<file path="src/hw/rtl/yiqhr_pkg.sv">
package yiqhr_pkg;

  // Fraction bits of the color matrix coefficients
  localparam int unsigned COEF_FRAC_BITS = 14;
  // Fraction bits of the angle registers (fixed Q2.14)
  localparam int unsigned ANGLE_FRAC_BITS = 14;

  localparam int unsigned PIX_W   = 8;
  localparam int unsigned ANGLE_W = 16;

  // Coefficients are below 2.0, kept signed with a zero top bit
  localparam int unsigned COEF_W  = COEF_FRAC_BITS + 2;
  // Luma in pixel units with COEF_FRAC_BITS fraction bits
  localparam int unsigned Y_W     = PIX_W + COEF_FRAC_BITS + 1;
  // Chroma I/Q, signed
  localparam int unsigned IQ_W    = PIX_W + COEF_FRAC_BITS + 2;
  // Angle times chroma
  localparam int unsigned PROD_W  = ANGLE_W + IQ_W;
  localparam int unsigned ACC_W   = PROD_W + 1;
  // Rotated chroma, angle magnitude up to 2.0 adds two bits
  localparam int unsigned ROT_W   = IQ_W + 2;
  // Inverse matrix products and three-term sum
  localparam int unsigned OPROD_W = ROT_W + COEF_W;
  localparam int unsigned OUT_W   = OPROD_W + 2;

  localparam longint CoefOne = longint'(1) << COEF_FRAC_BITS;

  // round(k * 2^F), half up, k given in thousandths
  localparam logic signed [COEF_W-1:0] K_YR = COEF_W'((299  * CoefOne + 500) / 1000);
  localparam logic signed [COEF_W-1:0] K_YG = COEF_W'((587  * CoefOne + 500) / 1000);
  localparam logic signed [COEF_W-1:0] K_YB = COEF_W'((114  * CoefOne + 500) / 1000);
  localparam logic signed [COEF_W-1:0] K_IR = COEF_W'((596  * CoefOne + 500) / 1000);
  localparam logic signed [COEF_W-1:0] K_IG = COEF_W'((274  * CoefOne + 500) / 1000);
  localparam logic signed [COEF_W-1:0] K_IB = COEF_W'((321  * CoefOne + 500) / 1000);
  localparam logic signed [COEF_W-1:0] K_QR = COEF_W'((211  * CoefOne + 500) / 1000);
  localparam logic signed [COEF_W-1:0] K_QG = COEF_W'((523  * CoefOne + 500) / 1000);
  localparam logic signed [COEF_W-1:0] K_QB = COEF_W'((311  * CoefOne + 500) / 1000);
  localparam logic signed [COEF_W-1:0] K_RI = COEF_W'((956  * CoefOne + 500) / 1000);
  localparam logic signed [COEF_W-1:0] K_RQ = COEF_W'((621  * CoefOne + 500) / 1000);
  localparam logic signed [COEF_W-1:0] K_GI = COEF_W'((272  * CoefOne + 500) / 1000);
  localparam logic signed [COEF_W-1:0] K_GQ = COEF_W'((647  * CoefOne + 500) / 1000);
  localparam logic signed [COEF_W-1:0] K_BI = COEF_W'((1107 * CoefOne + 500) / 1000);
  localparam logic signed [COEF_W-1:0] K_BQ = COEF_W'((1705 * CoefOne + 500) / 1000);

  // Configuration register indexes
  localparam logic CfgCosAngle = 1'b0;
  localparam logic CfgSinAngle = 1'b1;

  localparam logic signed [ANGLE_W-1:0] AngleOne = ANGLE_W'(1 << ANGLE_FRAC_BITS);

  // Pixel in YIQ, between the forward matrix and the rotator
  typedef struct packed {
    logic                   valid;
    logic [Y_W-1:0]         y;
    logic signed [IQ_W-1:0] i;
    logic signed [IQ_W-1:0] q;
  } yiq_t;

  // Rotated pixel, between the rotator and the inverse matrix
  typedef struct packed {
    logic                    valid;
    logic [Y_W-1:0]          y;
    logic signed [ROT_W-1:0] ir;
    logic signed [ROT_W-1:0] qr;
  } rot_t;

endpackage

</file>
<file path="src/hw/rtl/yiqhr_rotate.sv">
module yiqhr_rotate import yiqhr_pkg::*; (
  input  logic                      clk_i,
  input  logic                      rst_ni,
  input  logic signed [ANGLE_W-1:0] cos_i,
  input  logic signed [ANGLE_W-1:0] sin_i,
  input  yiq_t                      yiq_i,
  output logic                      ready_o,
  output rot_t                      rot_o,
  input  logic                      ready_i
);

  logic                     va_q, vb_q;
  logic                     en_a, en_b;
  logic [Y_W-1:0]           ya_q, yb_q;
  logic signed [PROD_W-1:0] ci_q, sq_q, si_q, cq_q;
  logic signed [ACC_W-1:0]  iacc, qacc;
  logic signed [ROT_W-1:0]  ir_d, ir_q, qr_d, qr_q;

  assign en_b    = !vb_q || ready_i;
  assign en_a    = !va_q || en_b;
  assign ready_o = en_a;

  // stage A: four angle products
  always_ff @(posedge clk_i) begin
    if (en_a && yiq_i.valid) begin
      ya_q <= yiq_i.y;
      ci_q <= PROD_W'(cos_i) * PROD_W'(yiq_i.i);
      sq_q <= PROD_W'(sin_i) * PROD_W'(yiq_i.q);
      si_q <= PROD_W'(sin_i) * PROD_W'(yiq_i.i);
      cq_q <= PROD_W'(cos_i) * PROD_W'(yiq_i.q);
    end
  end

  // stage B: I' = cI - sQ, Q' = sI + cQ, floor back to chroma scale
  always_comb begin
    iacc = ACC_W'(ci_q) - ACC_W'(sq_q);
    qacc = ACC_W'(si_q) + ACC_W'(cq_q);
    ir_d = ROT_W'(iacc >>> ANGLE_FRAC_BITS);
    qr_d = ROT_W'(qacc >>> ANGLE_FRAC_BITS);
  end

  always_ff @(posedge clk_i) begin
    if (en_b && va_q) begin
      yb_q <= ya_q;
      ir_q <= ir_d;
      qr_q <= qr_d;
    end
  end

  always_ff @(posedge clk_i or negedge rst_ni) begin
    if (!rst_ni) begin
      va_q <= 1'b0;
      vb_q <= 1'b0;
    end else begin
      if (en_a) begin
        va_q <= yiq_i.valid;
      end
      if (en_b) begin
        vb_q <= va_q;
      end
    end
  end

  assign rot_o = '{valid: vb_q, y: yb_q, ir: ir_q, qr: qr_q};

endmodule

</file>
<file path="config.mk">
export PLATFORM = sky130hd
export DESIGN_NAME = yiqhr_rotate
export DESIGN_NICKNAME = d
export VERILOG_FILES = /design/src/hw/rtl/yiqhr_pkg.sv /design/src/hw/rtl/yiqhr_rotate.sv
export SDC_FILE = /design/constraint.sdc
export NUM_CORES = 2
export LEC_CHECK = 0
export BUFFER_PORTS_ARGS = -buffer_cell sky130_fd_sc_hd__buf_2
export CORE_MARGIN = 5
export CORE_UTILIZATION = 50
export CTS_CLUSTER_SIZE = 8
export DETAILED_ROUTE_END_ITERATION = 8
export GPL_TIMING_DRIVEN = 0
export HOLD_SLACK_MARGIN = 0.02
export PLACE_DENSITY_LB_ADDON = 0.2
export SLEW_MARGIN = 0
export SYNTH_ARGS = -nofsm -noshare
export SYNTH_HDL_FRONTEND = slang
export SYNTH_SLANG_ARGS = --single-unit
</file>
<file path="constraint.sdc">
create_clock -name clk_i -period 6.8 [get_ports clk_i]
set_clock_uncertainty 0.2 [all_clocks]
set_input_delay 1.02 -clock clk_i [delete_from_list [all_inputs] [get_ports clk_i]]
set_output_delay 1.02 -clock clk_i [all_outputs]
set_load 0.02 [all_outputs]
</file>
# Word level (Yosys, flattened, before mapping)
# Index checks and enable logic that the tools add are counted.
# totals
register_bits	260
latch_bits	0
mem_bits_rw	0
romBits	0
inputBits	107
output_inout_bits	77
word_cells	22
n_memories	0
# classes
addsub	2
n_mul	4
div	0
magnitude_cmp	0
n_eq_ne	0
n_shift	0
n_mux	0
bitwise	0
n_reduce_logical	6
# ops
op	count
16-bit by 24-bit multiplier with 40-bit output	4
40-bit adder	1
40-bit subtractor	1
1-bit logical AND	2
1-bit zero test	2
1-bit logical OR	2

# Depth between registers and ports, before layout
# depth
ltp_word	4
ltp_mapped	26
ltp_nobuf	25

# Least setup slack after synthesis
# OpenSTA, ideal clock, no wires.
# synth_timing
kind	in2reg
from	in cos_i[1]
to	reg cq_q[36], data pin
arrival_time_ns	7.180
required_ns	6.342
path_slack_ns	-0.838
cell_stages	25
n_path_buf	2
path_cell_list	clkbuf_1 clkbuf_1 nand2_1 fa_1 inv_1 fa_1 inv_1 fa_1 inv_1 fa_1 fa_1 inv_1 fa_1 inv_1 ha_1 a21o_1 a21o_1 a21o_1 or4_4 o221ai_2 o21ai_2 o41a_1 a21o_1 a21oi_2 xnor2_1
# synth_between
elab_chain_cells	1
# synth_lines
item	line	text
start: declaration	yiqhr_rotate.sv:4	input logic signed [ANGLE_W-1:0] cos_i,
16-bit by 24-bit multiplier with 40-bit output	yiqhr_rotate.sv:30	cq_q <= PROD_W'(cos_i) * PROD_W'(yiq_i.q);
end signal: assignment	yiqhr_rotate.sv:30	
end: declaration	yiqhr_rotate.sv:15	logic signed [PROD_W-1:0] ci_q, sq_q, si_q, cq_q;
# No other way between the ends.
# A chain may end at the register's enable or synchronous reset.

# Worst setup path in the final report
# layout_timing
from	in cos_i[5]
to	reg cq_q[36], data pin
# The elaborated chain is that of the path after synthesis.

==> flow_metrics.env <==
export IMPL_outcome="finished, violations left"
export IMPL_violations="setup timing"
export IMPL_drv_slew=0
export IMPL_synth_largest_area_cell="fa_1"
export IMPL_gr_total_overflow=0
export IMPL_fill_cells=11000
export IMPL_grt_max_degree=67
export IMPL_cp_start_kind="input pin"
export IMPL_area_growth_pct=18.7
export IMPL_synth_cell_type_count=66
export IMPL_arrival_ns=7.26
export IMPL_relSlewSlack_pct=28.3
export IMPL_post_synth_top_count_cell="inv_1"
export IMPL_ys_seq_elements=260
export IMPL_dr_pass1_iters=6
export IMPL_die_w_um=372
export IMPL_dieArea_sq_um=138000
export IMPL_cp_end_kind="flip-flop"
export IMPL_routedWlPerCell_um=24.0
export IMPL_setup_viol=17
export IMPL_row_count=132
export IMPL_finalWeightedCongestion=0.992
export IMPL_worst_slack_ns=-0.351
export IMPL_pre_cts_ws_ns=-2.61
export IMPL_dp_final_hpwl_mm=169
export IMPL_cts_tree="done"
export IMPL_vias_per_cell=5.42
export IMPL_syn_area_per_cell_sq_um=9.51
export IMPL_worst_pin_slew_ns=1.08
export IMPL_synth_edf_count=258
export IMPL_min_period_ns=7.15
export IMPL_ys_seq_area_share_pct=11.9
export IMPL_synth_top_area_share_pct=45.8
export IMPL_vias=49300
export IMPL_grt_pass1_wl_mm=322
export IMPL_num_nets_final=9384
export IMPL_route_detailed_drc=0
export IMPL_track_usage_pct=32.1
export IMPL_cts_root_buf="clkbuf_16"
export IMPL_synth_top_flop_cell="edfxtp_1"
export IMPL_yosysWarnings=0
export IMPL_syn_inst=6884
export IMPL_cp_required_ns=6.91
export IMPL_clk_latency_ns=0.62
export IMPL_io_buffers=153
export IMPL_synth_nets=8955
export IMPL_final_layout_size_suffix_gt1_share_pct=15.0
export IMPL_cts_buffers=39
export IMPL_finalHoldViolCount=0
export IMPL_synth_commonest_cells="1778 x inv_1, 1496 x fa_1, 912 x nand2_1"
export IMPL_io_pins=184
export IMPL_start_util_pct=50.4
export IMPL_synth_async_reset_ratio_pct=0.769
export IMPL_fmax_mhz=140
export IMPL_drt_iter0_markers=4288
export IMPL_cts_clk_slew_worst_paths_ns=0.05
export IMPL_whs_ns=0.208
export IMPL_period_share_pct=105
export IMPL_ctsHtreeMaxLevel=2
export IMPL_wl_mm=218
export IMPL_antenna_found_initial=31
export IMPL_synth_area_leaders="fa_1 46%, edfxtp_1 12%, inv_1 10%, ha_1 8.9%, and2_1 5.9%"
export IMPL_synth_area_sq_um=65500
export IMPL_die_h_um=372
export IMPL_hold_path_class="flip-flop to flip-flop"
export IMPL_clock_path_buffers=3
export IMPL_criticalPathCategory="input pin to flip-flop"
export IMPL_grt_setup_unrepaired="true"
export IMPL_cp_max_fo=5
export IMPL_coreArea_sq_um=130000
export IMPL_grt_pass1_vias=51300
export IMPL_maxCapViolCount=0
export IMPL_antenna_left=0
export IMPL_cts_sinks=260
==> routing by layer <==
metal / share of wire, % / track usage (%) / vias to the layer above
met5: 0.013 / 0 / -
met4: 8.7 / 21.0 / 4
met3: 12 / 9.86 / 512
met2: 43 / 46.7 / 2381
met1: 37 / 41.5 / 25300
li1: - / - / 21200
==> cells by family after synthesis <==
logic type / Yosys count / synth area share (%)
AOI/OAI and AO/OA: 522 / 5.12
xor gates and xnor gates: 218 / 2.92
and+or+nand+nor: 1834 / 13.4
DFF: 260 / 11.9
buffers and inverters: 2086 / 12.0
adders and majority gates: 1964 / 54.7
==> repair_timing <==
item,in CTS,in global routing
cloned,4,4
setup endpoints to repair,95,54
buffers inserted,135,93
pin swaps,116,171
resized for setup,790,459
hold endpoints to repair,2,0
hold buffers,1,0
==> placed cells by master, fill, tap and decap left out, types with 44 or more instances in the layout <==
cell type	netlist	final
inv_1	1778	1739
fa_1	1496	1445
nand2_1	912	890
and2_1	614	589
ha_1	468	407
edfxtp_1	258	258
buf_4	1	217
nor2_1	154	144
clkbuf_16	0	140
xnor2_1	159	139
a21oi_1	181	137
buf_2	0	127
a21o_1	84	84
o21ai_0	83	53
xor2_1	59	53
fa_2	0	51
ha_4	0	47
buf_6	0	45
buf_8	0	44
==> sequential cells by signal, indices dropped and copies added, names as in the netlist <==
signal and cells:
ci_q 40, cq_q 40, ir_q 26, qr_q 26
si_q 40, sq_q 40, va_q 1, vb_q 1
ya_q 23, yb_q 23
==> path summary, 6_finish.rpt <==
kind	startpoint	to	slack, ns	depth (start not counted)
setup / recovery	cos_i[5]	cq_q[36]	-0.35	25
hold / removal	ya_q[16]	yb_q[16]	0.21	0
setup reg to reg	cq_q[12]	qr_q[16]	2.35	11
hold reg to reg	ya_q[16]	yb_q[16]	0.21	0
max in group asynchronous	rst_ni	va_q	5.76	2
min in group asynchronous	rst_ni	vb_q	0.54	2
==> worst max-delay path: stages <==
cell and delay [ns]:
clkbuf_16 0.15, clkbuf_16 0.17, nand2_4 0.05, fa_1 0.51, inv_2 0.04, fa_1 0.52, inv_1 0.05, fa_1 0.49
inv_2 0.04, fa_1 0.50, fa_1 0.49, inv_1 0.05, fa_1 0.50, inv_2 0.05, ha_4 0.22, a21o_1 0.16
a21o_1 0.17, a21o_1 0.19, or4_4 0.53, o221ai_4 0.28, o21ai_2 0.11, o41a_1 0.40, a21o_1 0.22, a21oi_2 0.17
xnor2_2 0.16
==> through the flow <==
step	util [%]	cells	setup TNS (ns)	instance area, sq um
5_1_grt	59.8	9075	-4.94	77600
2_1_floorplan	-	6884	-2.13	66500
3_3_place_gp	53.5	8779	-401.23	69500
6_report	59.9	9103	-2.36	77700
4_1_cts	58.2	8976	-0.784	75600
3_5_place_dp	53.6	8783	-147.35	69600
==> area by class of cell <==
class,count,area [sq um],share of cell area (%)
multi-input combinational,4538,51900,66.8
sequential,260,7800,10.0
inverter,1778,6690,8.61
buffer,305,4630,5.96
timing repair buffer,391,3260,4.20
tap,1742,2180,2.81
clock buffer,47,1010,1.29
clock inverter,7,113,0.145
antenna,35,87.6,0.113
Power is left out: the tool's default activity adds up to more than one toggle a clock period on the data nets, which glitch-free logic cannot reach.
