File: src/hw/rtl/yiqhr_pkg.sv
package yiqhr_pkg;

  // Fraction bits of the color matrix coefficients
  localparam int unsigned COEF_FRAC_BITS = 14;
  // Fraction bits of the angle registers (fixed Q2.14)
  localparam int unsigned ANGLE_FRAC_BITS = 14;

  localparam int unsigned PIX_W   = 8;
  localparam int unsigned ANGLE_W = 16;

  // Coefficients are below 2.0, kept signed with a zero top bit
  localparam int unsigned COEF_W  = COEF_FRAC_BITS + 2;
  // Luma in pixel units with COEF_FRAC_BITS fraction bits
  localparam int unsigned Y_W     = PIX_W + COEF_FRAC_BITS + 1;
  // Chroma I/Q, signed
  localparam int unsigned IQ_W    = PIX_W + COEF_FRAC_BITS + 2;
  // Angle times chroma
  localparam int unsigned PROD_W  = ANGLE_W + IQ_W;
  localparam int unsigned ACC_W   = PROD_W + 1;
  // Rotated chroma, angle magnitude up to 2.0 adds two bits
  localparam int unsigned ROT_W   = IQ_W + 2;
  // Inverse matrix products and three-term sum
  localparam int unsigned OPROD_W = ROT_W + COEF_W;
  localparam int unsigned OUT_W   = OPROD_W + 2;

  localparam longint CoefOne = longint'(1) << COEF_FRAC_BITS;

  // round(k * 2^F), half up, k given in thousandths
  localparam logic signed [COEF_W-1:0] K_YR = COEF_W'((299  * CoefOne + 500) / 1000);
  localparam logic signed [COEF_W-1:0] K_YG = COEF_W'((587  * CoefOne + 500) / 1000);
  localparam logic signed [COEF_W-1:0] K_YB = COEF_W'((114  * CoefOne + 500) / 1000);
  localparam logic signed [COEF_W-1:0] K_IR = COEF_W'((596  * CoefOne + 500) / 1000);
  localparam logic signed [COEF_W-1:0] K_IG = COEF_W'((274  * CoefOne + 500) / 1000);
  localparam logic signed [COEF_W-1:0] K_IB = COEF_W'((321  * CoefOne + 500) / 1000);
  localparam logic signed [COEF_W-1:0] K_QR = COEF_W'((211  * CoefOne + 500) / 1000);
  localparam logic signed [COEF_W-1:0] K_QG = COEF_W'((523  * CoefOne + 500) / 1000);
  localparam logic signed [COEF_W-1:0] K_QB = COEF_W'((311  * CoefOne + 500) / 1000);
  localparam logic signed [COEF_W-1:0] K_RI = COEF_W'((956  * CoefOne + 500) / 1000);
  localparam logic signed [COEF_W-1:0] K_RQ = COEF_W'((621  * CoefOne + 500) / 1000);
  localparam logic signed [COEF_W-1:0] K_GI = COEF_W'((272  * CoefOne + 500) / 1000);
  localparam logic signed [COEF_W-1:0] K_GQ = COEF_W'((647  * CoefOne + 500) / 1000);
  localparam logic signed [COEF_W-1:0] K_BI = COEF_W'((1107 * CoefOne + 500) / 1000);
  localparam logic signed [COEF_W-1:0] K_BQ = COEF_W'((1705 * CoefOne + 500) / 1000);

  // Configuration register indexes
  localparam logic CfgCosAngle = 1'b0;
  localparam logic CfgSinAngle = 1'b1;

  localparam logic signed [ANGLE_W-1:0] AngleOne = ANGLE_W'(1 << ANGLE_FRAC_BITS);

  // Pixel in YIQ, between the forward matrix and the rotator
  typedef struct packed {
    logic                   valid;
    logic [Y_W-1:0]         y;
    logic signed [IQ_W-1:0] i;
    logic signed [IQ_W-1:0] q;
  } yiq_t;

  // Rotated pixel, between the rotator and the inverse matrix
  typedef struct packed {
    logic                    valid;
    logic [Y_W-1:0]          y;
    logic signed [ROT_W-1:0] ir;
    logic signed [ROT_W-1:0] qr;
  } rot_t;

endpackage

File: src/hw/rtl/yiqhr_to_rgb.sv
module yiqhr_to_rgb import yiqhr_pkg::*; (
  input  logic             clk_i,
  input  logic             rst_ni,
  input  rot_t             rot_i,
  output logic             ready_o,
  output logic             valid_o,
  output logic [PIX_W-1:0] red_o,
  output logic [PIX_W-1:0] green_o,
  output logic [PIX_W-1:0] blue_o,
  input  logic             ready_i
);

  logic                      va_q, vb_q;
  logic                      en_a, en_b;
  logic signed [OUT_W-1:0]   yw_q;
  logic signed [OPROD_W-1:0] ri_q, rq_q, gi_q, gq_q, bi_q, bq_q;
  logic signed [OUT_W-1:0]   rsum, gsum, bsum;
  logic [PIX_W-1:0]          red_d, green_d, blue_d;
  logic [PIX_W-1:0]          red_q, green_q, blue_q;

  // floor by 2F, then clamp to 0..255
  function automatic logic [PIX_W-1:0] to_pixel(logic signed [OUT_W-1:0] v);
    logic signed [OUT_W-1:0] p;
    p = v >>> (2 * COEF_FRAC_BITS);
    if (p[OUT_W-1]) begin
      return '0;
    end else if (|p[OUT_W-2:PIX_W]) begin
      return '1;
    end else begin
      return p[PIX_W-1:0];
    end
  endfunction

  assign en_b    = !vb_q || ready_i;
  assign en_a    = !va_q || en_b;
  assign ready_o = en_a;

  // stage A: inverse matrix products, luma scaled to 2F fraction bits
  always_ff @(posedge clk_i) begin
    if (en_a && rot_i.valid) begin
      yw_q <= $signed(OUT_W'(rot_i.y) << COEF_FRAC_BITS);
      ri_q <= OPROD_W'(K_RI) * OPROD_W'(rot_i.ir);
      rq_q <= OPROD_W'(K_RQ) * OPROD_W'(rot_i.qr);
      gi_q <= OPROD_W'(K_GI) * OPROD_W'(rot_i.ir);
      gq_q <= OPROD_W'(K_GQ) * OPROD_W'(rot_i.qr);
      bi_q <= OPROD_W'(K_BI) * OPROD_W'(rot_i.ir);
      bq_q <= OPROD_W'(K_BQ) * OPROD_W'(rot_i.qr);
    end
  end

  // stage B: sums and clamp
  always_comb begin
    rsum    = yw_q + OUT_W'(ri_q) + OUT_W'(rq_q);
    gsum    = yw_q - OUT_W'(gi_q) - OUT_W'(gq_q);
    bsum    = yw_q - OUT_W'(bi_q) + OUT_W'(bq_q);
    red_d   = to_pixel(rsum);
    green_d = to_pixel(gsum);
    blue_d  = to_pixel(bsum);
  end

  always_ff @(posedge clk_i) begin
    if (en_b && va_q) begin
      red_q   <= red_d;
      green_q <= green_d;
      blue_q  <= blue_d;
    end
  end

  always_ff @(posedge clk_i or negedge rst_ni) begin
    if (!rst_ni) begin
      va_q <= 1'b0;
      vb_q <= 1'b0;
    end else begin
      if (en_a) begin
        va_q <= rot_i.valid;
      end
      if (en_b) begin
        vb_q <= va_q;
      end
    end
  end

  assign valid_o = vb_q;
  assign red_o   = red_q;
  assign green_o = green_q;
  assign blue_o  = blue_q;

endmodule

File: config.mk
export PLATFORM = sky130hd
export DESIGN_NAME = yiqhr_to_rgb
export DESIGN_NICKNAME = d
export VERILOG_FILES = /design/src/hw/rtl/yiqhr_pkg.sv /design/src/hw/rtl/yiqhr_to_rgb.sv
export SDC_FILE = /design/constraint.sdc
export NUM_CORES = 2
export LEC_CHECK = 0
export BUFFER_PORTS_ARGS = -buffer_cell sky130_fd_sc_hd__buf_2
export CAP_MARGIN = 20
export CORE_UTILIZATION = 25
export DETAILED_ROUTE_END_ITERATION = 16
export GPL_ROUTABILITY_DRIVEN = 0
export PLACE_DENSITY_LB_ADDON = 0.2
export SETUP_SLACK_MARGIN = 0.4
export SLEW_MARGIN = 20
export SYNTH_ARGS = -nofsm -noshare
export SYNTH_HDL_FRONTEND = slang
export SYNTH_SLANG_ARGS = --single-unit
File: constraint.sdc
create_clock -name clk_i -period 6.3 [get_ports clk_i]
set_input_delay 0.63 -clock clk_i [delete_from_list [all_inputs] [get_ports clk_i]]
set_output_delay 0.63 -clock clk_i [all_outputs]
set_load 0.1 [all_outputs]
Word level (Yosys, flattened, before mapping). Cells that the tools add are included.

Logic and storage cells: 36. Register bits after elaboration: 289.

$mul: 6. $add $sub $neg: 6. Reduce and logical (&&, ||, !) cells: 9. Muxes and demuxes: 3.

Operators by type and width (count): $mul 16x26->42 const A (2); $add 43x42->44 (1); $add 42x41->43 (1); $sub 38x42->43 (1); $add 38x41->42 (1); $sub 41x41->42 (1); $mul 15x26->41 const A (1); $sub 38x40->41 (1); $mul 14x26->40 const A (1); $mul 12x26->38 const A (1); $mul 11x26->37 const A (1); $mux 8 (3); $reduce_or 8->1 (3); $logic_and 1x1->1 (2); $logic_not 1->1 (2); $logic_or 1x1->1 (2).

Logic depth before layout (Yosys ltp).
Depth in word-level cells: 4. Mapped depth: 24.

Worst setup path after synthesis. No wires, ideal clock.

Path kind: flip-flop to flip-flop. Start point: register vb_q, in the netlist valid_o. End point: register bi_q[10] (enable). Arrival: 7.649 ns. Clock period less this slack: 8.296 ns. Stages on the path, launching flop included: 3. Setup slack: -1.996 ns. Data required time: 5.653 ns. Path buffers: 0. Cells stage by stage: dfrtp_1 nand3b_1 and2_1.

Longest elaborated chain between the ends: 4.

Ends and longest elaborated chain: start: declaration (line yiqhr_to_rgb.sv:13) `logic va_q, vb_q;`; start signal: assignment (line yiqhr_to_rgb.sv:78) `vb_q <= va_q;`; $logic_not 1->1 (line yiqhr_to_rgb.sv:34) `assign en_b = !vb_q || ready_i;`; $logic_or 1x1->1 (line yiqhr_to_rgb.sv:34); $logic_or 1x1->1 (line yiqhr_to_rgb.sv:35) `assign en_a = !va_q || en_b;`; net ready_o (line yiqhr_to_rgb.sv:5) `output logic ready_o,`; $logic_and 1x1->1 (line yiqhr_to_rgb.sv:40) `if (en_a && rot_i.valid) begin`; end signal: assignment (line yiqhr_to_rgb.sv:46) `bi_q <= OPROD_W'(K_BI) * OPROD_W'(rot_i.ir);`; end: declaration (line yiqhr_to_rgb.sv:16) `logic signed [OPROD_W-1:0] ri_q, rq_q, gi_q, gq_q, bi_q, bq_q;`.

The timed path passes the listed nets, and every way through them passes these cells. A chain may end at the register's enable or synchronous reset.

Worst setup path after layout.
Start point: input rot_i[38] (netlist name). End point: register, netlist name ri_q[40].

Longest elaborated chain between the ends: 1.

Ends and longest elaborated chain: start: declaration (line yiqhr_to_rgb.sv:4) `input rot_t rot_i,`; $mul 15x26->41 (line yiqhr_to_rgb.sv:42) `ri_q <= OPROD_W'(K_RI) * OPROD_W'(rot_i.ir);`.

Every way passes these cells.

==> results.md <==
* Outcome: finished, final reports clean
* Placed cells at 9299
* Pin count of the biggest net entering global routing at 129
* Die span in x at 475 um
* Die Y at 475 um
* Mux share of post-synthesis cell area at 0.00298
* Synth Area in Simple Gates at 0.0544
* Synth cell count leaders: inv_1 (1511), fa_1 (931), ha_1 (915)
* Clock skew at 26.7 ps
* Layout cells sized above 1 at 0.200
* Max stage delay on crit path at 550 ps
* Vias/cell at 4.20
* DP Wirelength at 152 mm
* Hold/Removal Path Class: primary input to register
* CP Buf/Inv Count at 6
* Fmax at 166 MHz
* Clk_lat worst skew at 620 ps
* Most frequent cell after synthesis: inv_1
* Starting Density at 0.252
* Via count at 39400
* Synth top area share at 0.333
* Max transition margin at 0.299
* Port-buffer cells at 104
* Total wire length at 171 mm
* Non-filler instance count after layout at 9398
* CP endpoint kind: register
* Max Transition Viols Final at 0
* Die ar. at 0.226 sq mm
* Synth Flop Type: edfxtp_1
* Hold Fails Final Rpt at 0
* Cts bufs inserted at 31
* Core Box Area at 0.222 sq mm
* Fin Hold WS at 190 ps
* Cell repeated most along the worst path: fa_1
* H-tree levels at 1
* Mapped Cells at 5473
* Seq/Total Area, Yosys at 0.151
* Final nets at 8322
* RSZ-0062 raised after global routing: yes
* Clk buf depth at 3
* Largest family of logic cells by synthesized area: adder cells
* Worst setup SP type: primary input
* Final Cycle Share at 0.957
* Syn_nets at 7398
* Synth area leader: fa_1
* Worst path cell trace: buf_8, buf_6, fa_1, inv_2, fa_1, inv_1, fa_1, fa_1, fa_1, inv_1, fa_1, inv_1, ha_4, a211oi_4, nand3_1, a311o_1, a311o_2, a31oi_4, o21ai_4, a2111oi_4, o21bai_1, a21oi_2, xnor2_1
* Yosys reg bits at 282
* Mapped cell area at 0.0559 sq mm
* Post-synth EDFFs at 280
* Tightest Pin Transition at 1050 ps
* Initial antenna violation count at 3
* Post-synth cell types at 85
* DRT Pass-1 Iters at 5
* WP data arrival at 6410 ps
* Final setup viols at 0
* Synth Area in Compound Gates at 0.0984
* Initial DRC Count at 1514
* Syn_area_per_cell at 10.2 sq um
* Post-Synth Adder-Cell Area at 0.538
* DRC at 0
* CP required at 6680 ps
* Synth Warn # at 0
* Max_cap viols at 0
* First-pass GRT wire length at 265 mm
* CTS tree: built
* Top Ports at 105
* Leading post-synthesis cells by cell area: fa_1 (33%), ha_1 (20%), edfxtp_1 (15%), inv_1 (10%), xnor2_1 (3.2%)
* Final global-route overflow total at 0
* Vias in the first global route at 43800
* # rows at 173
* GRT Total Usage at 0.155
* Worst path top cell family by delay: adder cells
* FFs w/ async S/R, synth at 0.00709
* Post-Synth XOR/XNOR Area at 0.0515
* WS Path Type: primary input to register
* DR WL/cell at 18.2 um
* Clock period minus worst slack at 6030 ps
* Antenna viol nets, final at 0
* Clock Root Buffer: clkbuf_16
* Crit-path slowest cell: fa_1
* Clk slew on worst S/H paths at 70 ps
* Area growth, synth to finish at 24.1%
* Crit Path Max Fanout at 3
* Number of clock sinks at 282
[flip-flops by register name, indices dropped and copies added (netlist names)]
name,count
blue_o,8
bq_q,42
green_o,8
rq_q,37
ri_q,41
valid_o,1
gq_q,37
va_q,1
red_o,8
yw_q,23
bi_q,41
gi_q,35
[cell usage in the layout, fill, tap and decap left out, drive strengths merged, types with 10 or more instances in the layout]
master and instances:
a21o 144, nand3 58, xnor2 206, nand2 151, o211ai 23, or2 14, nor2 158, or3 12
a211o 10, clkbuf 39, o21ai 154, and3 32, fa 931, ha 915, a211oi 24, o21a 35
o31ai 10, a21oi 257, and2 35, edfxtp 280, nor3 32, xor2 123, mux2i 11, buf 911
nand4 24, nor2b 32, a31oi 48, nand2b 48, o21bai 37, inv 1518
[stage by stage]
stage / utilization / worst slack (ps) / TNS [ps] / area (sq um)
floorplan: - / 227 / 0 / 56200
global placement: 0.298 / -620 / -18830 / 66300
detailed placement: 0.298 / -558 / -18350 / 66300
CTS: 0.306 / 300 / 0 / 68100
global route: 0.312 / 65.7 / 0 / 69400
finish: 0.312 / 273 / 0 / 69400
[worst paths after layout]
path | from | to | slack [ps] | cells after the start
min | rot_i[71] | yw_q[33]$_DFFE_PP_ | 190 | 1
max reg2reg | yw_q[22]$_DFFE_PP_ | blue_o[3]$_SDFFCE_PP0P_ | 1370 | 15
min in group asynchronous | rst_ni | valid_o$_DFFE_PN0P_ | 320 | 2
max in group asynchronous | rst_ni | va_q$_DFFE_PN0N_ | 5880 | 2
max | rot_i[38] | ri_q[40]$_DFFE_PP_ | 270 | 23
min reg2reg | va_q$_DFFE_PN0N_ | valid_o$_DFFE_PN0P_ | 500 | 1
[metal layers]
layer  global-route usage  up-vias  share of wire  wire length, um
li1                     -    19400              -                -
met1                0.219    19600           0.49            84400
met2                0.264      369           0.47            81200
met3              0.00513      119          0.014             2460
met4               0.0293        0          0.018             3130
met5                    0        -              0                0
[final cells by class]
| type | instances | area, sq um |
|---|---|---|
| Clock inverter | 23 | 329 |
| Inverter | 1511 | 5670 |
| Antenna cell | 2 | 5.00 |
| Timing Repair Buffer | 917 | 7070 |
| Sequential cell | 282 | 8460 |
| Multi-Input combinational cell | 3654 | 43400 |
| Tap cell | 2975 | 3720 |
| Fill cell | 23200 | 153000 |
| Clock buffer | 34 | 787 |
[logic make-up (layout without fill, tap and decap cells)]
family | after synthesis | count (layout)
DFF | 282 | 282
xor gates and xnor gates | 329 | 329
other | 0 | 2
adders and majority gates | 1846 | 1846
muxes | 16 | 16
AOI/OAI and AO/OA | 844 | 844
buffers and inverters | 1537 | 2485
and+or+nand+nor | 619 | 619
[repair_timing]
action                                  CTS  global route
hold endpoints to repair                  2             0
pin swaps                                67           179
gates resized for setup                 136           251
endpoints found under the setup margin   41            63
hold buffers                              1             0
setup buffers                            15            24
Power is not shown: default switching activity piles up to over one toggle a cycle in this logic, so the estimate is an artifact.
