## config.mk

```make
export PLATFORM = sky130hd
export DESIGN_NAME = yiqhr_to_yiq
export DESIGN_NICKNAME = d
export VERILOG_FILES = /design/src/hw/rtl/yiqhr_pkg.sv /design/src/hw/rtl/yiqhr_to_yiq.sv
export SDC_FILE = /design/constraint.sdc
export NUM_CORES = 1
export LEC_CHECK = 0
export ABC_AREA = 1
export BUFFER_PORTS_ARGS = -buffer_cell sky130_fd_sc_hd__buf_4
export CAP_MARGIN = 20
export CORE_UTILIZATION = 36
export DETAILED_ROUTE_END_ITERATION = 8
export GPL_TIMING_DRIVEN = 1
export SYNTH_ARGS = -nofsm -noshare
export SYNTH_HDL_FRONTEND = slang
export SYNTH_SLANG_ARGS = --single-unit
```

## constraint.sdc

```tcl
create_clock -name clk_i -period 6.7 [get_ports clk_i]
set_input_delay 1.005 -clock clk_i [delete_from_list [all_inputs] [get_ports clk_i]]
set_output_delay 1.005 -clock clk_i [all_outputs]
set_load 0.05 [all_outputs]
```

## src/hw/rtl/yiqhr_pkg.sv

```systemverilog
package yiqhr_pkg;

  // Fraction bits of the color matrix coefficients
  localparam int unsigned COEF_FRAC_BITS = 14;
  // Fraction bits of the angle registers (fixed Q2.14)
  localparam int unsigned ANGLE_FRAC_BITS = 14;

  localparam int unsigned PIX_W   = 8;
  localparam int unsigned ANGLE_W = 16;

  // Coefficients are below 2.0, kept signed with a zero top bit
  localparam int unsigned COEF_W  = COEF_FRAC_BITS + 2;
  // Luma in pixel units with COEF_FRAC_BITS fraction bits
  localparam int unsigned Y_W     = PIX_W + COEF_FRAC_BITS + 1;
  // Chroma I/Q, signed
  localparam int unsigned IQ_W    = PIX_W + COEF_FRAC_BITS + 2;
  // Angle times chroma
  localparam int unsigned PROD_W  = ANGLE_W + IQ_W;
  localparam int unsigned ACC_W   = PROD_W + 1;
  // Rotated chroma, angle magnitude up to 2.0 adds two bits
  localparam int unsigned ROT_W   = IQ_W + 2;
  // Inverse matrix products and three-term sum
  localparam int unsigned OPROD_W = ROT_W + COEF_W;
  localparam int unsigned OUT_W   = OPROD_W + 2;

  localparam longint CoefOne = longint'(1) << COEF_FRAC_BITS;

  // round(k * 2^F), half up, k given in thousandths
  localparam logic signed [COEF_W-1:0] K_YR = COEF_W'((299  * CoefOne + 500) / 1000);
  localparam logic signed [COEF_W-1:0] K_YG = COEF_W'((587  * CoefOne + 500) / 1000);
  localparam logic signed [COEF_W-1:0] K_YB = COEF_W'((114  * CoefOne + 500) / 1000);
  localparam logic signed [COEF_W-1:0] K_IR = COEF_W'((596  * CoefOne + 500) / 1000);
  localparam logic signed [COEF_W-1:0] K_IG = COEF_W'((274  * CoefOne + 500) / 1000);
  localparam logic signed [COEF_W-1:0] K_IB = COEF_W'((321  * CoefOne + 500) / 1000);
  localparam logic signed [COEF_W-1:0] K_QR = COEF_W'((211  * CoefOne + 500) / 1000);
  localparam logic signed [COEF_W-1:0] K_QG = COEF_W'((523  * CoefOne + 500) / 1000);
  localparam logic signed [COEF_W-1:0] K_QB = COEF_W'((311  * CoefOne + 500) / 1000);
  localparam logic signed [COEF_W-1:0] K_RI = COEF_W'((956  * CoefOne + 500) / 1000);
  localparam logic signed [COEF_W-1:0] K_RQ = COEF_W'((621  * CoefOne + 500) / 1000);
  localparam logic signed [COEF_W-1:0] K_GI = COEF_W'((272  * CoefOne + 500) / 1000);
  localparam logic signed [COEF_W-1:0] K_GQ = COEF_W'((647  * CoefOne + 500) / 1000);
  localparam logic signed [COEF_W-1:0] K_BI = COEF_W'((1107 * CoefOne + 500) / 1000);
  localparam logic signed [COEF_W-1:0] K_BQ = COEF_W'((1705 * CoefOne + 500) / 1000);

  // Configuration register indexes
  localparam logic CfgCosAngle = 1'b0;
  localparam logic CfgSinAngle = 1'b1;

  localparam logic signed [ANGLE_W-1:0] AngleOne = ANGLE_W'(1 << ANGLE_FRAC_BITS);

  // Pixel in YIQ, between the forward matrix and the rotator
  typedef struct packed {
    logic                   valid;
    logic [Y_W-1:0]         y;
    logic signed [IQ_W-1:0] i;
    logic signed [IQ_W-1:0] q;
  } yiq_t;

  // Rotated pixel, between the rotator and the inverse matrix
  typedef struct packed {
    logic                    valid;
    logic [Y_W-1:0]          y;
    logic signed [ROT_W-1:0] ir;
    logic signed [ROT_W-1:0] qr;
  } rot_t;

endpackage

```

## src/hw/rtl/yiqhr_to_yiq.sv

```systemverilog
module yiqhr_to_yiq import yiqhr_pkg::*; (
  input  logic             clk_i,
  input  logic             rst_ni,
  input  logic             valid_i,
  output logic             ready_o,
  input  logic [PIX_W-1:0] red_i,
  input  logic [PIX_W-1:0] green_i,
  input  logic [PIX_W-1:0] blue_i,
  output yiq_t             yiq_o,
  input  logic             ready_i
);

  logic                   valid_q;
  logic                   en;
  logic [Y_W-1:0]         y_d, y_q;
  logic signed [IQ_W-1:0] i_d, i_q;
  logic signed [IQ_W-1:0] q_d, q_q;
  logic signed [IQ_W-1:0] r_s, g_s, b_s;

  // stage advances when empty or when its result moves on
  assign en      = !valid_q || ready_i;
  assign ready_o = en;

  assign r_s = $signed(IQ_W'(red_i));
  assign g_s = $signed(IQ_W'(green_i));
  assign b_s = $signed(IQ_W'(blue_i));

  // forward matrix, constant coefficients
  always_comb begin
    y_d = Y_W'(K_YR) * Y_W'(red_i) + Y_W'(K_YG) * Y_W'(green_i)
        + Y_W'(K_YB) * Y_W'(blue_i);
    i_d = IQ_W'(K_IR) * r_s - IQ_W'(K_IG) * g_s - IQ_W'(K_IB) * b_s;
    q_d = IQ_W'(K_QR) * r_s - IQ_W'(K_QG) * g_s + IQ_W'(K_QB) * b_s;
  end

  always_ff @(posedge clk_i or negedge rst_ni) begin
    if (!rst_ni) begin
      valid_q <= 1'b0;
    end else if (en) begin
      valid_q <= valid_i;
    end
  end

  always_ff @(posedge clk_i) begin
    if (en && valid_i) begin
      y_q <= y_d;
      i_q <= i_d;
      q_q <= q_d;
    end
  end

  assign yiq_o = '{valid: valid_q, y: y_q, i: i_q, q: q_q};

endmodule

```

* After elaboration in Yosys (flattened, before gate mapping)
Cells that the tools add are included.
Storage, ports and cells: output and inout port bits 73, logic and storage cells 22, register bits after elaboration 72, input port bits 28
Operators by class: reductions and logical operators 3, add/sub/neg operators 6, $mul 9
Operators with widths (number):
- 13-bit by 8-bit multiplier with 21-bit output (first input constant) | 4
- 14-bit by 8-bit multiplier with 22-bit output (first input constant) | 3
- 23-bit by 22-bit adder with 24-bit output | 1
- 23-bit by 22-bit subtractor with 24-bit output | 1
- 21-bit by 22-bit adder with 23-bit output | 1
- 23-bit by 19-bit adder with 23-bit output | 1
- 20-bit by 22-bit subtractor with 23-bit output | 1
- 22-bit by 21-bit subtractor with 23-bit output | 1
- 12-bit by 8-bit multiplier with 20-bit output (first input constant) | 1
- 9-bit by 8-bit multiplier with 17-bit output (first input constant) | 1
- 1-bit logical AND | 1
- 1-bit zero test | 1
- 1-bit logical OR | 1

* Longest topological paths before layout
Gate-level depths: netlist of run 1.
depth after elaboration 3, mapped depth 32, gate-level depth less buffers 32

* Worst setup path before layout of run 1
Ideal clock, no wire load.
path type input to register, start input port blue_i[6], end register y_q[21] (data pin), cell stages on the path 27, path buffers 0, arrival 6668 ps, required time 6448 ps, slack -220 ps, library setup time 252 ps, cells stage by stage inv_1 ha_1 fa_1 fa_1 inv_1 fa_1 ha_1 nand2_1 nor3_1 nand2_1 nand2_1 xor2_1 fa_1 fa_1 inv_1 fa_1 fa_1 inv_1 ha_1 a21oi_1 nand2_1 a21oi_1 nand2_1 a21oi_1 inv_1 nand2_1 nand2_1
On the way: longest elaborated chain between the ends 2
RTL lines:
- from (decl) | RTL line yiqhr_to_yiq.sv:8 | input logic [PIX_W-1:0] blue_i,
- 9-bit by 8-bit multiplier with 17-bit output | RTL line yiqhr_to_yiq.sv:31 | + Y_W'(K_YB) * Y_W'(blue_i);
- 23-bit by 19-bit adder with 23-bit output | RTL line yiqhr_to_yiq.sv:31
- named net y_d[21] | RTL line yiqhr_to_yiq.sv:15 | logic [Y_W-1:0] y_d, y_q;
- to (signal assigned) | RTL line yiqhr_to_yiq.sv:46 | y_q <= y_d;
- to (decl) | RTL line yiqhr_to_yiq.sv:15
The timed path passes the listed nets, and every way through them passes these cells. A chain may end at the register's enable or synchronous reset.

* Worst setup path after layout of run 1
start input port blue_i[2], end register y_q[21] (data pin)
The elaborated chain is that of the path after synthesis.

==> impl_metrics.py, run 1 <==
metrics = {
    "outcome": {
        "status": "completed",
    },
    "layout": {
        "final-seq-area_um2": 2127,
        "design_area_um2": 26100,
        "multi_input_area_um2": 16960,
        "diodes": 0,
        "fill_cells": 5379,
        "area_growth_pct": 28.54,
        "drive_gt1_share_pct": 24.45,
        "final_nets": 3595,
        "fin_util_pct": 47.10,
    },
    "critical_path": {
        "ff2ff_setup_slack_ns": 4.87,
        "cp_slowest_cell": "fa_2",
        "cp-end-kind": "flop",
        "reg2reg_to": "i_q[19]$_DFFE_PP_",
        "worstPathArrival_ns": 6.76,
        "cpPeakStageDelay_ns": 0.60,
        "r2r_cells": 2,
        "cp.required_ns": 6.86,
        "worstReg2RegStart": "valid_q$_DFFE_PN0N_",
        "start_kind": "input port",
        "crit_fanout": 5,
        "cp-startpoint": "blue_i[2]",
        "cp_common_cell": "fa_1",
        "worstSetupPathType": "input port to flop",
    },
    "clock_network": {
        "cts.htree.levels": 3,
        "clk_pin_slew_ns": 0.07,
        "clock_latency_ns": 0.40,
        "clk_path_buf_depth": 2,
        "cts_sinks": 71,
        "cts-root-buf": "clkbuf_16",
        "cts-buffers-inserted": 9,
        "cts_tree": "built",
        "holdBufCountCts": 0,
    },
    "die": {
        "num_rows": 86,
        "dieArea_um2": 57360,
        "die_y_um": 239.5,
        "coreArea_um2": 55420,
        "die_x_um": 239.5,
        "start_util_pct": 36.64,
        "num_io_pins": 101,
    },
    "sta": {
        "rsz0062_at_grt": "yes",
        "hold-worst-slack_ns": 0.3649,
        "tightest_slew_ns": 1.049,
        "hold_violations": 0,
        "slew_headroom_pct": 30.09,
        "clock_skew_ns": 0.006287,
        "fmax_mhz": 151.4,
        "slew_violations": 0,
        "min_period_over_period_pct": 98.57,
        "setup_viol": 0,
        "setup-tns-final_ns": 0,
        "period_minus_slack_ns": 6.604,
    },
    "global_routing": {
        "antenna_found_initial": 1,
        "grt_max_degree": 71,
        "grt_overflow": 0,
        "grt_pass1_vias": 18200,
        "grt_use_total_pct": 22.24,
        "grt_pass1_wl_mm": 97.51,
    },
    "yosys": {
        "synth-warning-count": 0,
        "synth_edf_count": 70,
        "yosysMostFrequentCell": "inv_1",
        "seq_area_frac_synth_pct": 10.47,
        "synth_area_leaders": "ha_1 (27%), fa_1 (25%), inv_1 (11%)",
        "ys_types": 43,
        "synth.largest_area_cell": "ha_1",
        "ys_async_sr_fraction_pct": 1.408,
        "synthFlopType": "edfxtp_1",
        "synth_top_area_share_pct": 26.99,
        "syn_area_um2": 20310,
        "synth_common_cells": "inv_1 (569), ha_1 (438), nand2_1 (374)",
        "syn_area_per_cell_um2": 8.437,
        "syn-num-nets": 3124,
        "ys_ff_latch": 71,
        "syn_inst": 2407,
    },
    "routing": {
        "wl_per_cell_um": 17.13,
        "vias": 17410,
        "wl_mm": 62.20,
        "drt_iter0_drc": 1050,
        "antenna_left": 0,
        "drc": 0,
        "via_per_inst": 4.795,
        "first_pass_iters": 5,
    },
    "place": {
        "dpl_cell_area_um2": 24640,
        "port_buffers": 100,
        "place_congestion": 0.9554,
        "dpl.hpwl_mm": 53.87,
    },
    "run": {
        "cap_violations": 0,
    },
    "hold_path": {
        "min_path_type": "input port to async pin",
    },
}
[critical path: cells and delay by family]
family | cells | cell delay (ns)
XOR/XNOR | 1 | 0.16
AO/OA/AOI/OAI | 2 | 0.32
adder cells (fa/ha/maj) | 10 | 4.23
AND/OR/NAND/NOR | 6 | 0.44
buffers and inverters | 8 | 0.61
[cells in the final DEF (no fill, tap or decap), types with 6 or more instances in the layout]
cell type / n
nor2_2: 21
nand3_1: 70
buf_6: 7
xnor2_1: 40
inv_1: 549
a21oi_1: 114
o21ai_1: 19
buf_4: 453
nand2_2: 33
o21ai_2: 9
inv_2: 23
nand3_2: 10
a21o_1: 12
nand4_1: 28
xor2_1: 81
ha_4: 30
edfxtp_1: 70
nand2_1: 344
o21ai_0: 36
nor2_1: 116
a21oi_2: 28
ha_1: 400
fa_1: 240
a31oi_1: 8
nor3_2: 6
fa_2: 11
ha_2: 8
nor2_4: 6
clkbuf_16: 9
o21bai_1: 15
[registers in the layout (all words and copies together), names as in the netlist]
register and count:
i_q 24, q_q 23, y_q 23, valid_q 1
[metrics by stage]
step | setup WS, ns | instances
after floorplan | 0.009611 | 2407
after global placement | -0.5146 | 3595
after detailed placement | -0.5983 | 3595
after CTS | 0.001219 | 3613
after global routing | -0.1002 | 3631
final | 0.09554 | 3631
[layer usage]
layer,up-vias,track usage (%),wire [um]
li1,8571,-,-
met1,8438,29.78,28700
met2,341,37.35,29580
met3,58,3.538,2662
met4,2,5.167,1247
met5,-,0,13
[logic make-up after synthesis]
kind of cell    Yosys count  share of synthesized area [%]
buf+inv                 582                          10.81
compound gates          271                          7.776
fa+ha+maj               689                          51.73
simple gates            665                          13.65
flops                    71                          10.47
xor+xnor                129                          5.564
[layout make-up]
class,instances,area share (%)
multi-input combinational,1754,64.97
timing repair buffer,464,13.56
inverter,578,8.388
sequential,71,8.149
tap,748,3.585
clock buffer,9,0.8628
clock inverter,7,0.4889
[how the worst max path moves through the flow]
stage / to / slack (ns) / cells after the start
final: y_q[21]$_DFFE_PP_ / 0.1 / 27
after global routing: y_q[21]$_DFFE_PP_ / -0.10 / 32
after CTS: y_q[21]$_DFFE_PP_ / 0.001 / 30
after detailed placement: y_q[20]$_DFFE_PP_ / -0.60 / 27
after global placement: y_q[21]$_DFFE_PP_ / -0.51 / 30
after floorplan: y_q[18]$_DFFE_PP_ / 0.01 / 28
[what timing repair did]
item	4_1_cts	5_1_grt
gates cloned	0	0
setup buffers	2	19
resized for setup	20	195
setup endpoints to repair	10	33
endpoints found under the hold margin	0	0
pin swaps	13	72
Power of run 1 is left out: the tool's default activity adds up to more than one toggle a clock period on the data nets, which glitch-free logic cannot reach.
==> run 2, diff against run 1 <==
- ABC_AREA: 1 -> unset
- clock period: 6.7 -> 7.2 ns (I/O delays scaled with it)
==> impl_metrics.py, run 2 <==
metrics = {
    "outcome": {
        "status": "complete, but fails checks",
        "violations": "setup timing",
    },
    "yosys": {
        "synth_area_leaders": "ha_1 (29%), fa_1 (27%), edfxtp_1 (11%)",
        "syn_area_per_cell_um2": 9.843,
        "syn_inst": 1897,
        "synth_compound_area_share_pct": 10.66,
        "ys_async_sr_fraction_pct": 1.408,
        "syn-num-nets": 2614,
        "synth_edf_count": 70,
        "synth_xor_xnor_area_share_pct": 6.144,
        "syn_area_um2": 18670,
        "synth.largest_area_cell": "ha_1",
        "synth_top_family_by_area": "adder cells",
        "yosysMostFrequentCell": "inv_1",
        "synthFlopType": "edfxtp_1",
        "synth_common_cells": "inv_1 (452), ha_1 (438), fa_1 (251)",
        "yosys.area_share.simple_pct": 6.379,
        "synth_top_area_share_pct": 29.35,
        "synth-warning-count": 0,
        "yosys-mux-area-fraction_pct": 0,
        "ys_types": 56,
        "seq_area_frac_synth_pct": 11.39,
        "ys_ff_latch": 71,
        "synthAdderAreaFrac_pct": 56.26,
    },
    "layout": {
        "largest_reg_flops": 24,
        "fin_util_pct": 45.67,
        "final_common_cell": "inv_1",
        "final_nets": 3026,
        "fill_cells": 4980,
        "regMostFlops": "i_q",
        "multi_input_area_um2": 15380,
        "area_growth_pct": 25.47,
        "final_cell_mix": "inv_1 (435), ha_1 (415), buf_4 (394)",
        "diodes": 0,
        "drive_gt1_share_pct": 23.02,
        "top_regs": "i_q (24), q_q (23), y_q (23)",
        "final-seq-area_um2": 2127,
    },
    "critical_path": {
        "cpPeakStageDelay_ns": 0.55,
        "start_kind": "input port",
        "worstSetupPathType": "input port to flop",
        "cp_common_cell": "fa_1",
        "worstPathArrival_ns": 7.40,
        "cp.required_ns": 7.33,
        "crit_fanout": 5,
        "cp_slowest_cell": "fa_1",
        "cp-end-kind": "flop",
    },
    "routing": {
        "wl_met1_mm": 22.97,
        "via_per_inst": 4.812,
        "drc": 0,
        "first_pass_iters": 5,
        "drt_iter0_drc": 485,
        "wl_met2_mm": 24.69,
        "wl_per_cell_um": 16.85,
        "wl_mm": 50.40,
        "antenna_left": 0,
        "highest_layer": "met4",
        "vias": 14390,
        "wl_met3_mm": 1.333,
    },
    "clock_network": {
        "cts.htree.levels": 3,
        "cts-buffers-inserted": 9,
        "holdBufCountCts": 0,
        "clk_pin_slew_ns": 0.06,
        "clock_latency_ns": 0.39,
        "cts-root-buf": "clkbuf_16",
        "cts_tree": "built",
        "cts_sinks": 71,
        "clk_path_buf_depth": 2,
    },
    "die": {
        "die_x_um": 229.8,
        "num_io_pins": 101,
        "dieArea_um2": 52790,
        "num_rows": 83,
        "die_y_um": 229.8,
        "coreArea_um2": 51300,
        "start_util_pct": 36.40,
    },
    "sta": {
        "fin_ws_ns": -0.07307,
        "clock_skew_ns": 0.01237,
        "min_period_over_period_pct": 101.0,
        "tightest_slew_ns": 0.6649,
        "period_minus_slack_ns": 7.273,
        "hold_violations": 0,
        "slew_violations": 0,
        "slew_headroom_pct": 55.67,
        "setup_viol": 2,
        "fmax_mhz": 137.5,
        "hold-worst-slack_ns": 0.4461,
        "rsz0062_at_grt": "yes",
    },
    "place": {
        "port_buffers": 100,
        "dpl_worst_slack_ns": -0.5736,
        "place_congestion": 0.9163,
        "dpl.hpwl_mm": 44.37,
    },
    "global_routing": {
        "antenna_found_initial": 0,
        "grt_use_total_pct": 19.92,
        "grt_pass1_wl_mm": 81.41,
        "grt_max_degree": 47,
        "grt_overflow": 0,
        "grt_pass1_vias": 15520,
    },
    "run": {
        "cap_violations": 0,
    },
    "hold_path": {
        "min_path_type": "input port to async pin",
    },
}
run 2: area by class of cell:
class                           count  share of cell area [%]
Clock buffer                       10                  0.9773
Sequential cell                    71                   9.079
Timing Repair Buffer              403                   13.19
Tap cell                          680                   3.632
Inverter                          452                   7.327
Multi-Input combinational cell   1372                   65.64
Clock inverter                      3                  0.1602
run 2: cell families (layout without fill, tap and decap cells):
logic type	Yosys count	after routing
flops	71	71
compound gates	310	310
buf+inv	454	868
fa+ha+maj	689	689
simple gates	242	242
xor+xnor	131	131
run 2: critical path, delay by kind of cell:
kind / cells / cell delay [ns]
buf+inv: 7 / 0.49
compound gates: 8 / 1.41
fa+ha+maj: 8 / 3.21
simple gates: 4 / 0.99
xor+xnor: 2 / 0.21
run 2: routing by layer:
| metal | up-vias | track usage (%) |
|---|---|---|
| met3 | 69 | 2.455 |
| li1 | 7054 | - |
| met1 | 7093 | 25.83 |
| met5 | - | 0 |
| met4 | 0 | 6.457 |
| met2 | 176 | 34.27 |
run 2: path summary, 6_finish.rpt:
check	from	endpoint	slack, ns	cells past startpoint
worst max-delay path	green_i[1]	q_q[21]$_DFFE_PP_	-0.07	29
max in group asynchronous	rst_ni	valid_q$_DFFE_PN0N_	6.67	1
worst min register to register	valid_q$_DFFE_PN0N_	valid_q$_DFFE_PN0N_	0.54	2
worst max register to register	valid_q$_DFFE_PN0N_	y_q[20]$_DFFE_PP_	5.31	3
worst min-delay path	rst_ni	valid_q$_DFFE_PN0N_	0.45	1
min in group clk_i	valid_q$_DFFE_PN0N_	valid_q$_DFFE_PN0N_	0.54	2
run 2: repair_timing:
item | CTS | global route
gates resized for setup | 25 | 79
setup endpoints to repair | 8 | 19
pin swaps | 12 | 39
setup buffers | 2 | 6
cloned | 0 | 0
run 2: stage by stage:
stage	TNS, ns	area, um2	std cells
after floorplan	-0.3303	18810	1897
after global placement	-6.299	22670	2972
after detailed placement	-7.653	22670	2972
after CTS	-0.09707	23050	2987
after global routing	-1.322	23430	2991
final	-0.09665	23430	2991
Power of run 2 is left out for the same reason.
==> run 3, diff against run 2 <==
- CORE_UTILIZATION: 36 -> 45
==> impl_metrics.py, run 3 (same netlist as run 2, synthesis figures left out) <==
metrics = {
    "routing": {
        "highest_layer": "met4",
        "wl_per_cell_um": 17.27,
        "wl_met3_mm": 1.328,
        "antenna_left": 0,
        "vias": 14330,
        "wl_met2_mm": 23.93,
        "via_per_inst": 5.048,
        "drc": 0,
        "wl_met1_mm": 22.43,
        "first_pass_iters": 5,
        "wl_mm": 49.04,
        "drt_iter0_drc": 526,
    },
    "layout": {
        "diodes": 0,
        "stdcell_count": 2839,
        "regMostFlops": "i_q",
        "top_regs": "i_q (24), q_q (23), y_q (23)",
        "largest_reg_flops": 24,
        "drive_gt1_share_pct": 23.28,
        "final_nets": 3019,
        "area_growth_pct": 24.18,
        "fin_util_pct": 56.66,
        "design_area_um2": 23190,
        "final_common_cell": "inv_1",
        "final_cell_mix": "inv_1 (435), ha_1 (415), buf_4 (390)",
        "fill_cells": 3650,
    },
    "place": {
        "port_buffers": 100,
        "place_congestion": 0.9477,
        "dp_cells": 2810,
        "dpl.hpwl_mm": 43.20,
        "dpl_cell_area_um2": 22340,
        "dpl_worst_slack_ns": -0.5564,
    },
    "sta": {
        "period_minus_slack_ns": 7.287,
        "rsz0062_at_grt": "yes",
        "tightest_slew_ns": 0.6031,
        "slew_headroom_pct": 59.79,
        "slew_violations": 0,
        "min_period_over_period_pct": 101.2,
        "setup_viol": 3,
        "fin_ws_ns": -0.08659,
        "clock_skew_ns": 0.009788,
        "fmax_mhz": 137.2,
        "hold_violations": 0,
    },
    "die": {
        "dieArea_um2": 42310,
        "num_rows": 74,
        "die_y_um": 205.7,
        "die_x_um": 205.7,
        "start_util_pct": 45.63,
        "num_io_pins": 101,
        "coreArea_um2": 40920,
    },
    "critical_path": {
        "cp-end-kind": "flop",
        "cp.required_ns": 7.32,
        "cp_common_cell": "fa_1",
        "crit_fanout": 5,
        "ff2ff_setup_slack_ns": 5.33,
        "start_kind": "input port",
        "worstPathArrival_ns": 7.41,
        "worstSetupPathType": "input port to flop",
        "reg2reg_to": "y_q[20]$_DFFE_PP_",
        "cpPeakStageDelay_ns": 0.57,
        "worstReg2RegStart": "valid_q$_DFFE_PN0N_",
        "cp_slowest_cell": "fa_1",
        "r2r_cells": 3,
    },
    "clock_network": {
        "clk_path_buf_depth": 2,
        "cts_sinks": 71,
        "cts.htree.levels": 3,
        "cts-buffers-inserted": 9,
        "clock_latency_ns": 0.38,
        "cts-root-buf": "clkbuf_16",
        "cts_tree": "built",
        "clk_pin_slew_ns": 0.06,
    },
    "global_routing": {
        "antenna_found_initial": 0,
        "grt_max_degree": 45,
        "grt_use_total_pct": 24.53,
        "grt_pass1_vias": 15240,
        "grt_overflow": 0,
        "grt_pass1_wl_mm": 79.03,
    },
    "outcome": {
        "status": "complete, but fails checks",
        "violations": "setup timing",
    },
    "run": {
        "cap_violations": 0,
    },
    "hold_path": {
        "min_path_type": "input port to async pin",
    },
}
==> run 3: cell count changes in the layout (fill, tap and decap cells not counted), sizes merged <==
| cell | change |
|---|---|
| buf | -7 |
| bufinv | -1 |
| clkbuf | +1 |
| clkinv | +2 |
| clkinvlp | +1 |
==> run 3: through the flow <==
step / TNS, ns / hold slack (ns)
4_1_cts: -0.05821 / 0.4455
3_5_place_dp: -7.100 / 0.5531
3_3_place_gp: -5.945 / 0.5182
5_1_grt: -1.526 / 0.4550
2_1_floorplan: -0.3303 / 0.7844
6_report: -0.1411 / 0.4730
==> run 3: timing repair <==
item / 4_1_cts / 5_1_grt
endpoints found under the setup margin: 8 / 18
cloned: 0 / 0
resized for setup: 34 / 86
hold buffers: 0 / 0
pin swaps: 15 / 50
buffers inserted: 5 / 9
==> run 3: final cells by class <==
class                      count  area, um2  share of cell area (%)
timing repair buffer         396       3003                   12.95
sequential                    71       2127                   9.173
clock buffer                  11      232.7                   1.004
multi-input combinational   1372      15420                   66.49
clock inverter                 5      25.02                  0.1079
inverter                     452       1717                   7.403
tap                          532      665.6                   2.871
==> run 3: worst max path at each step <==
stage | start | endpoint | cells past startpoint
floorplan | green_i[1] | q_q[21]$_DFFE_PP_ | 27
global placement | blue_i[5] | y_q[22]$_DFFE_PP_ | 29
detailed placement | green_i[1] | q_q[21]$_DFFE_PP_ | 29
CTS | green_i[1] | q_q[21]$_DFFE_PP_ | 29
global route | green_i[6] | q_q[21]$_DFFE_PP_ | 28
finish | green_i[1] | q_q[21]$_DFFE_PP_ | 29
==> run 3: worst max-delay path: cells and delay by family <==
| kind | cells | cell delay [ns] |
|---|---|---|
| fa+ha+maj | 8 | 3.13 |
| simple gates | 4 | 1.06 |
| buf+inv | 7 | 0.54 |
| xor+xnor | 2 | 0.20 |
| compound gates | 8 | 1.39 |
==> run 3: layer usage <==
layer	up-vias	track usage (%)
met5	-	0
met4	0	7.884
met3	54	3.041
met2	214	42.34
met1	6991	31.68
li1	7072	-
Power of run 3 is left out for the same reason.
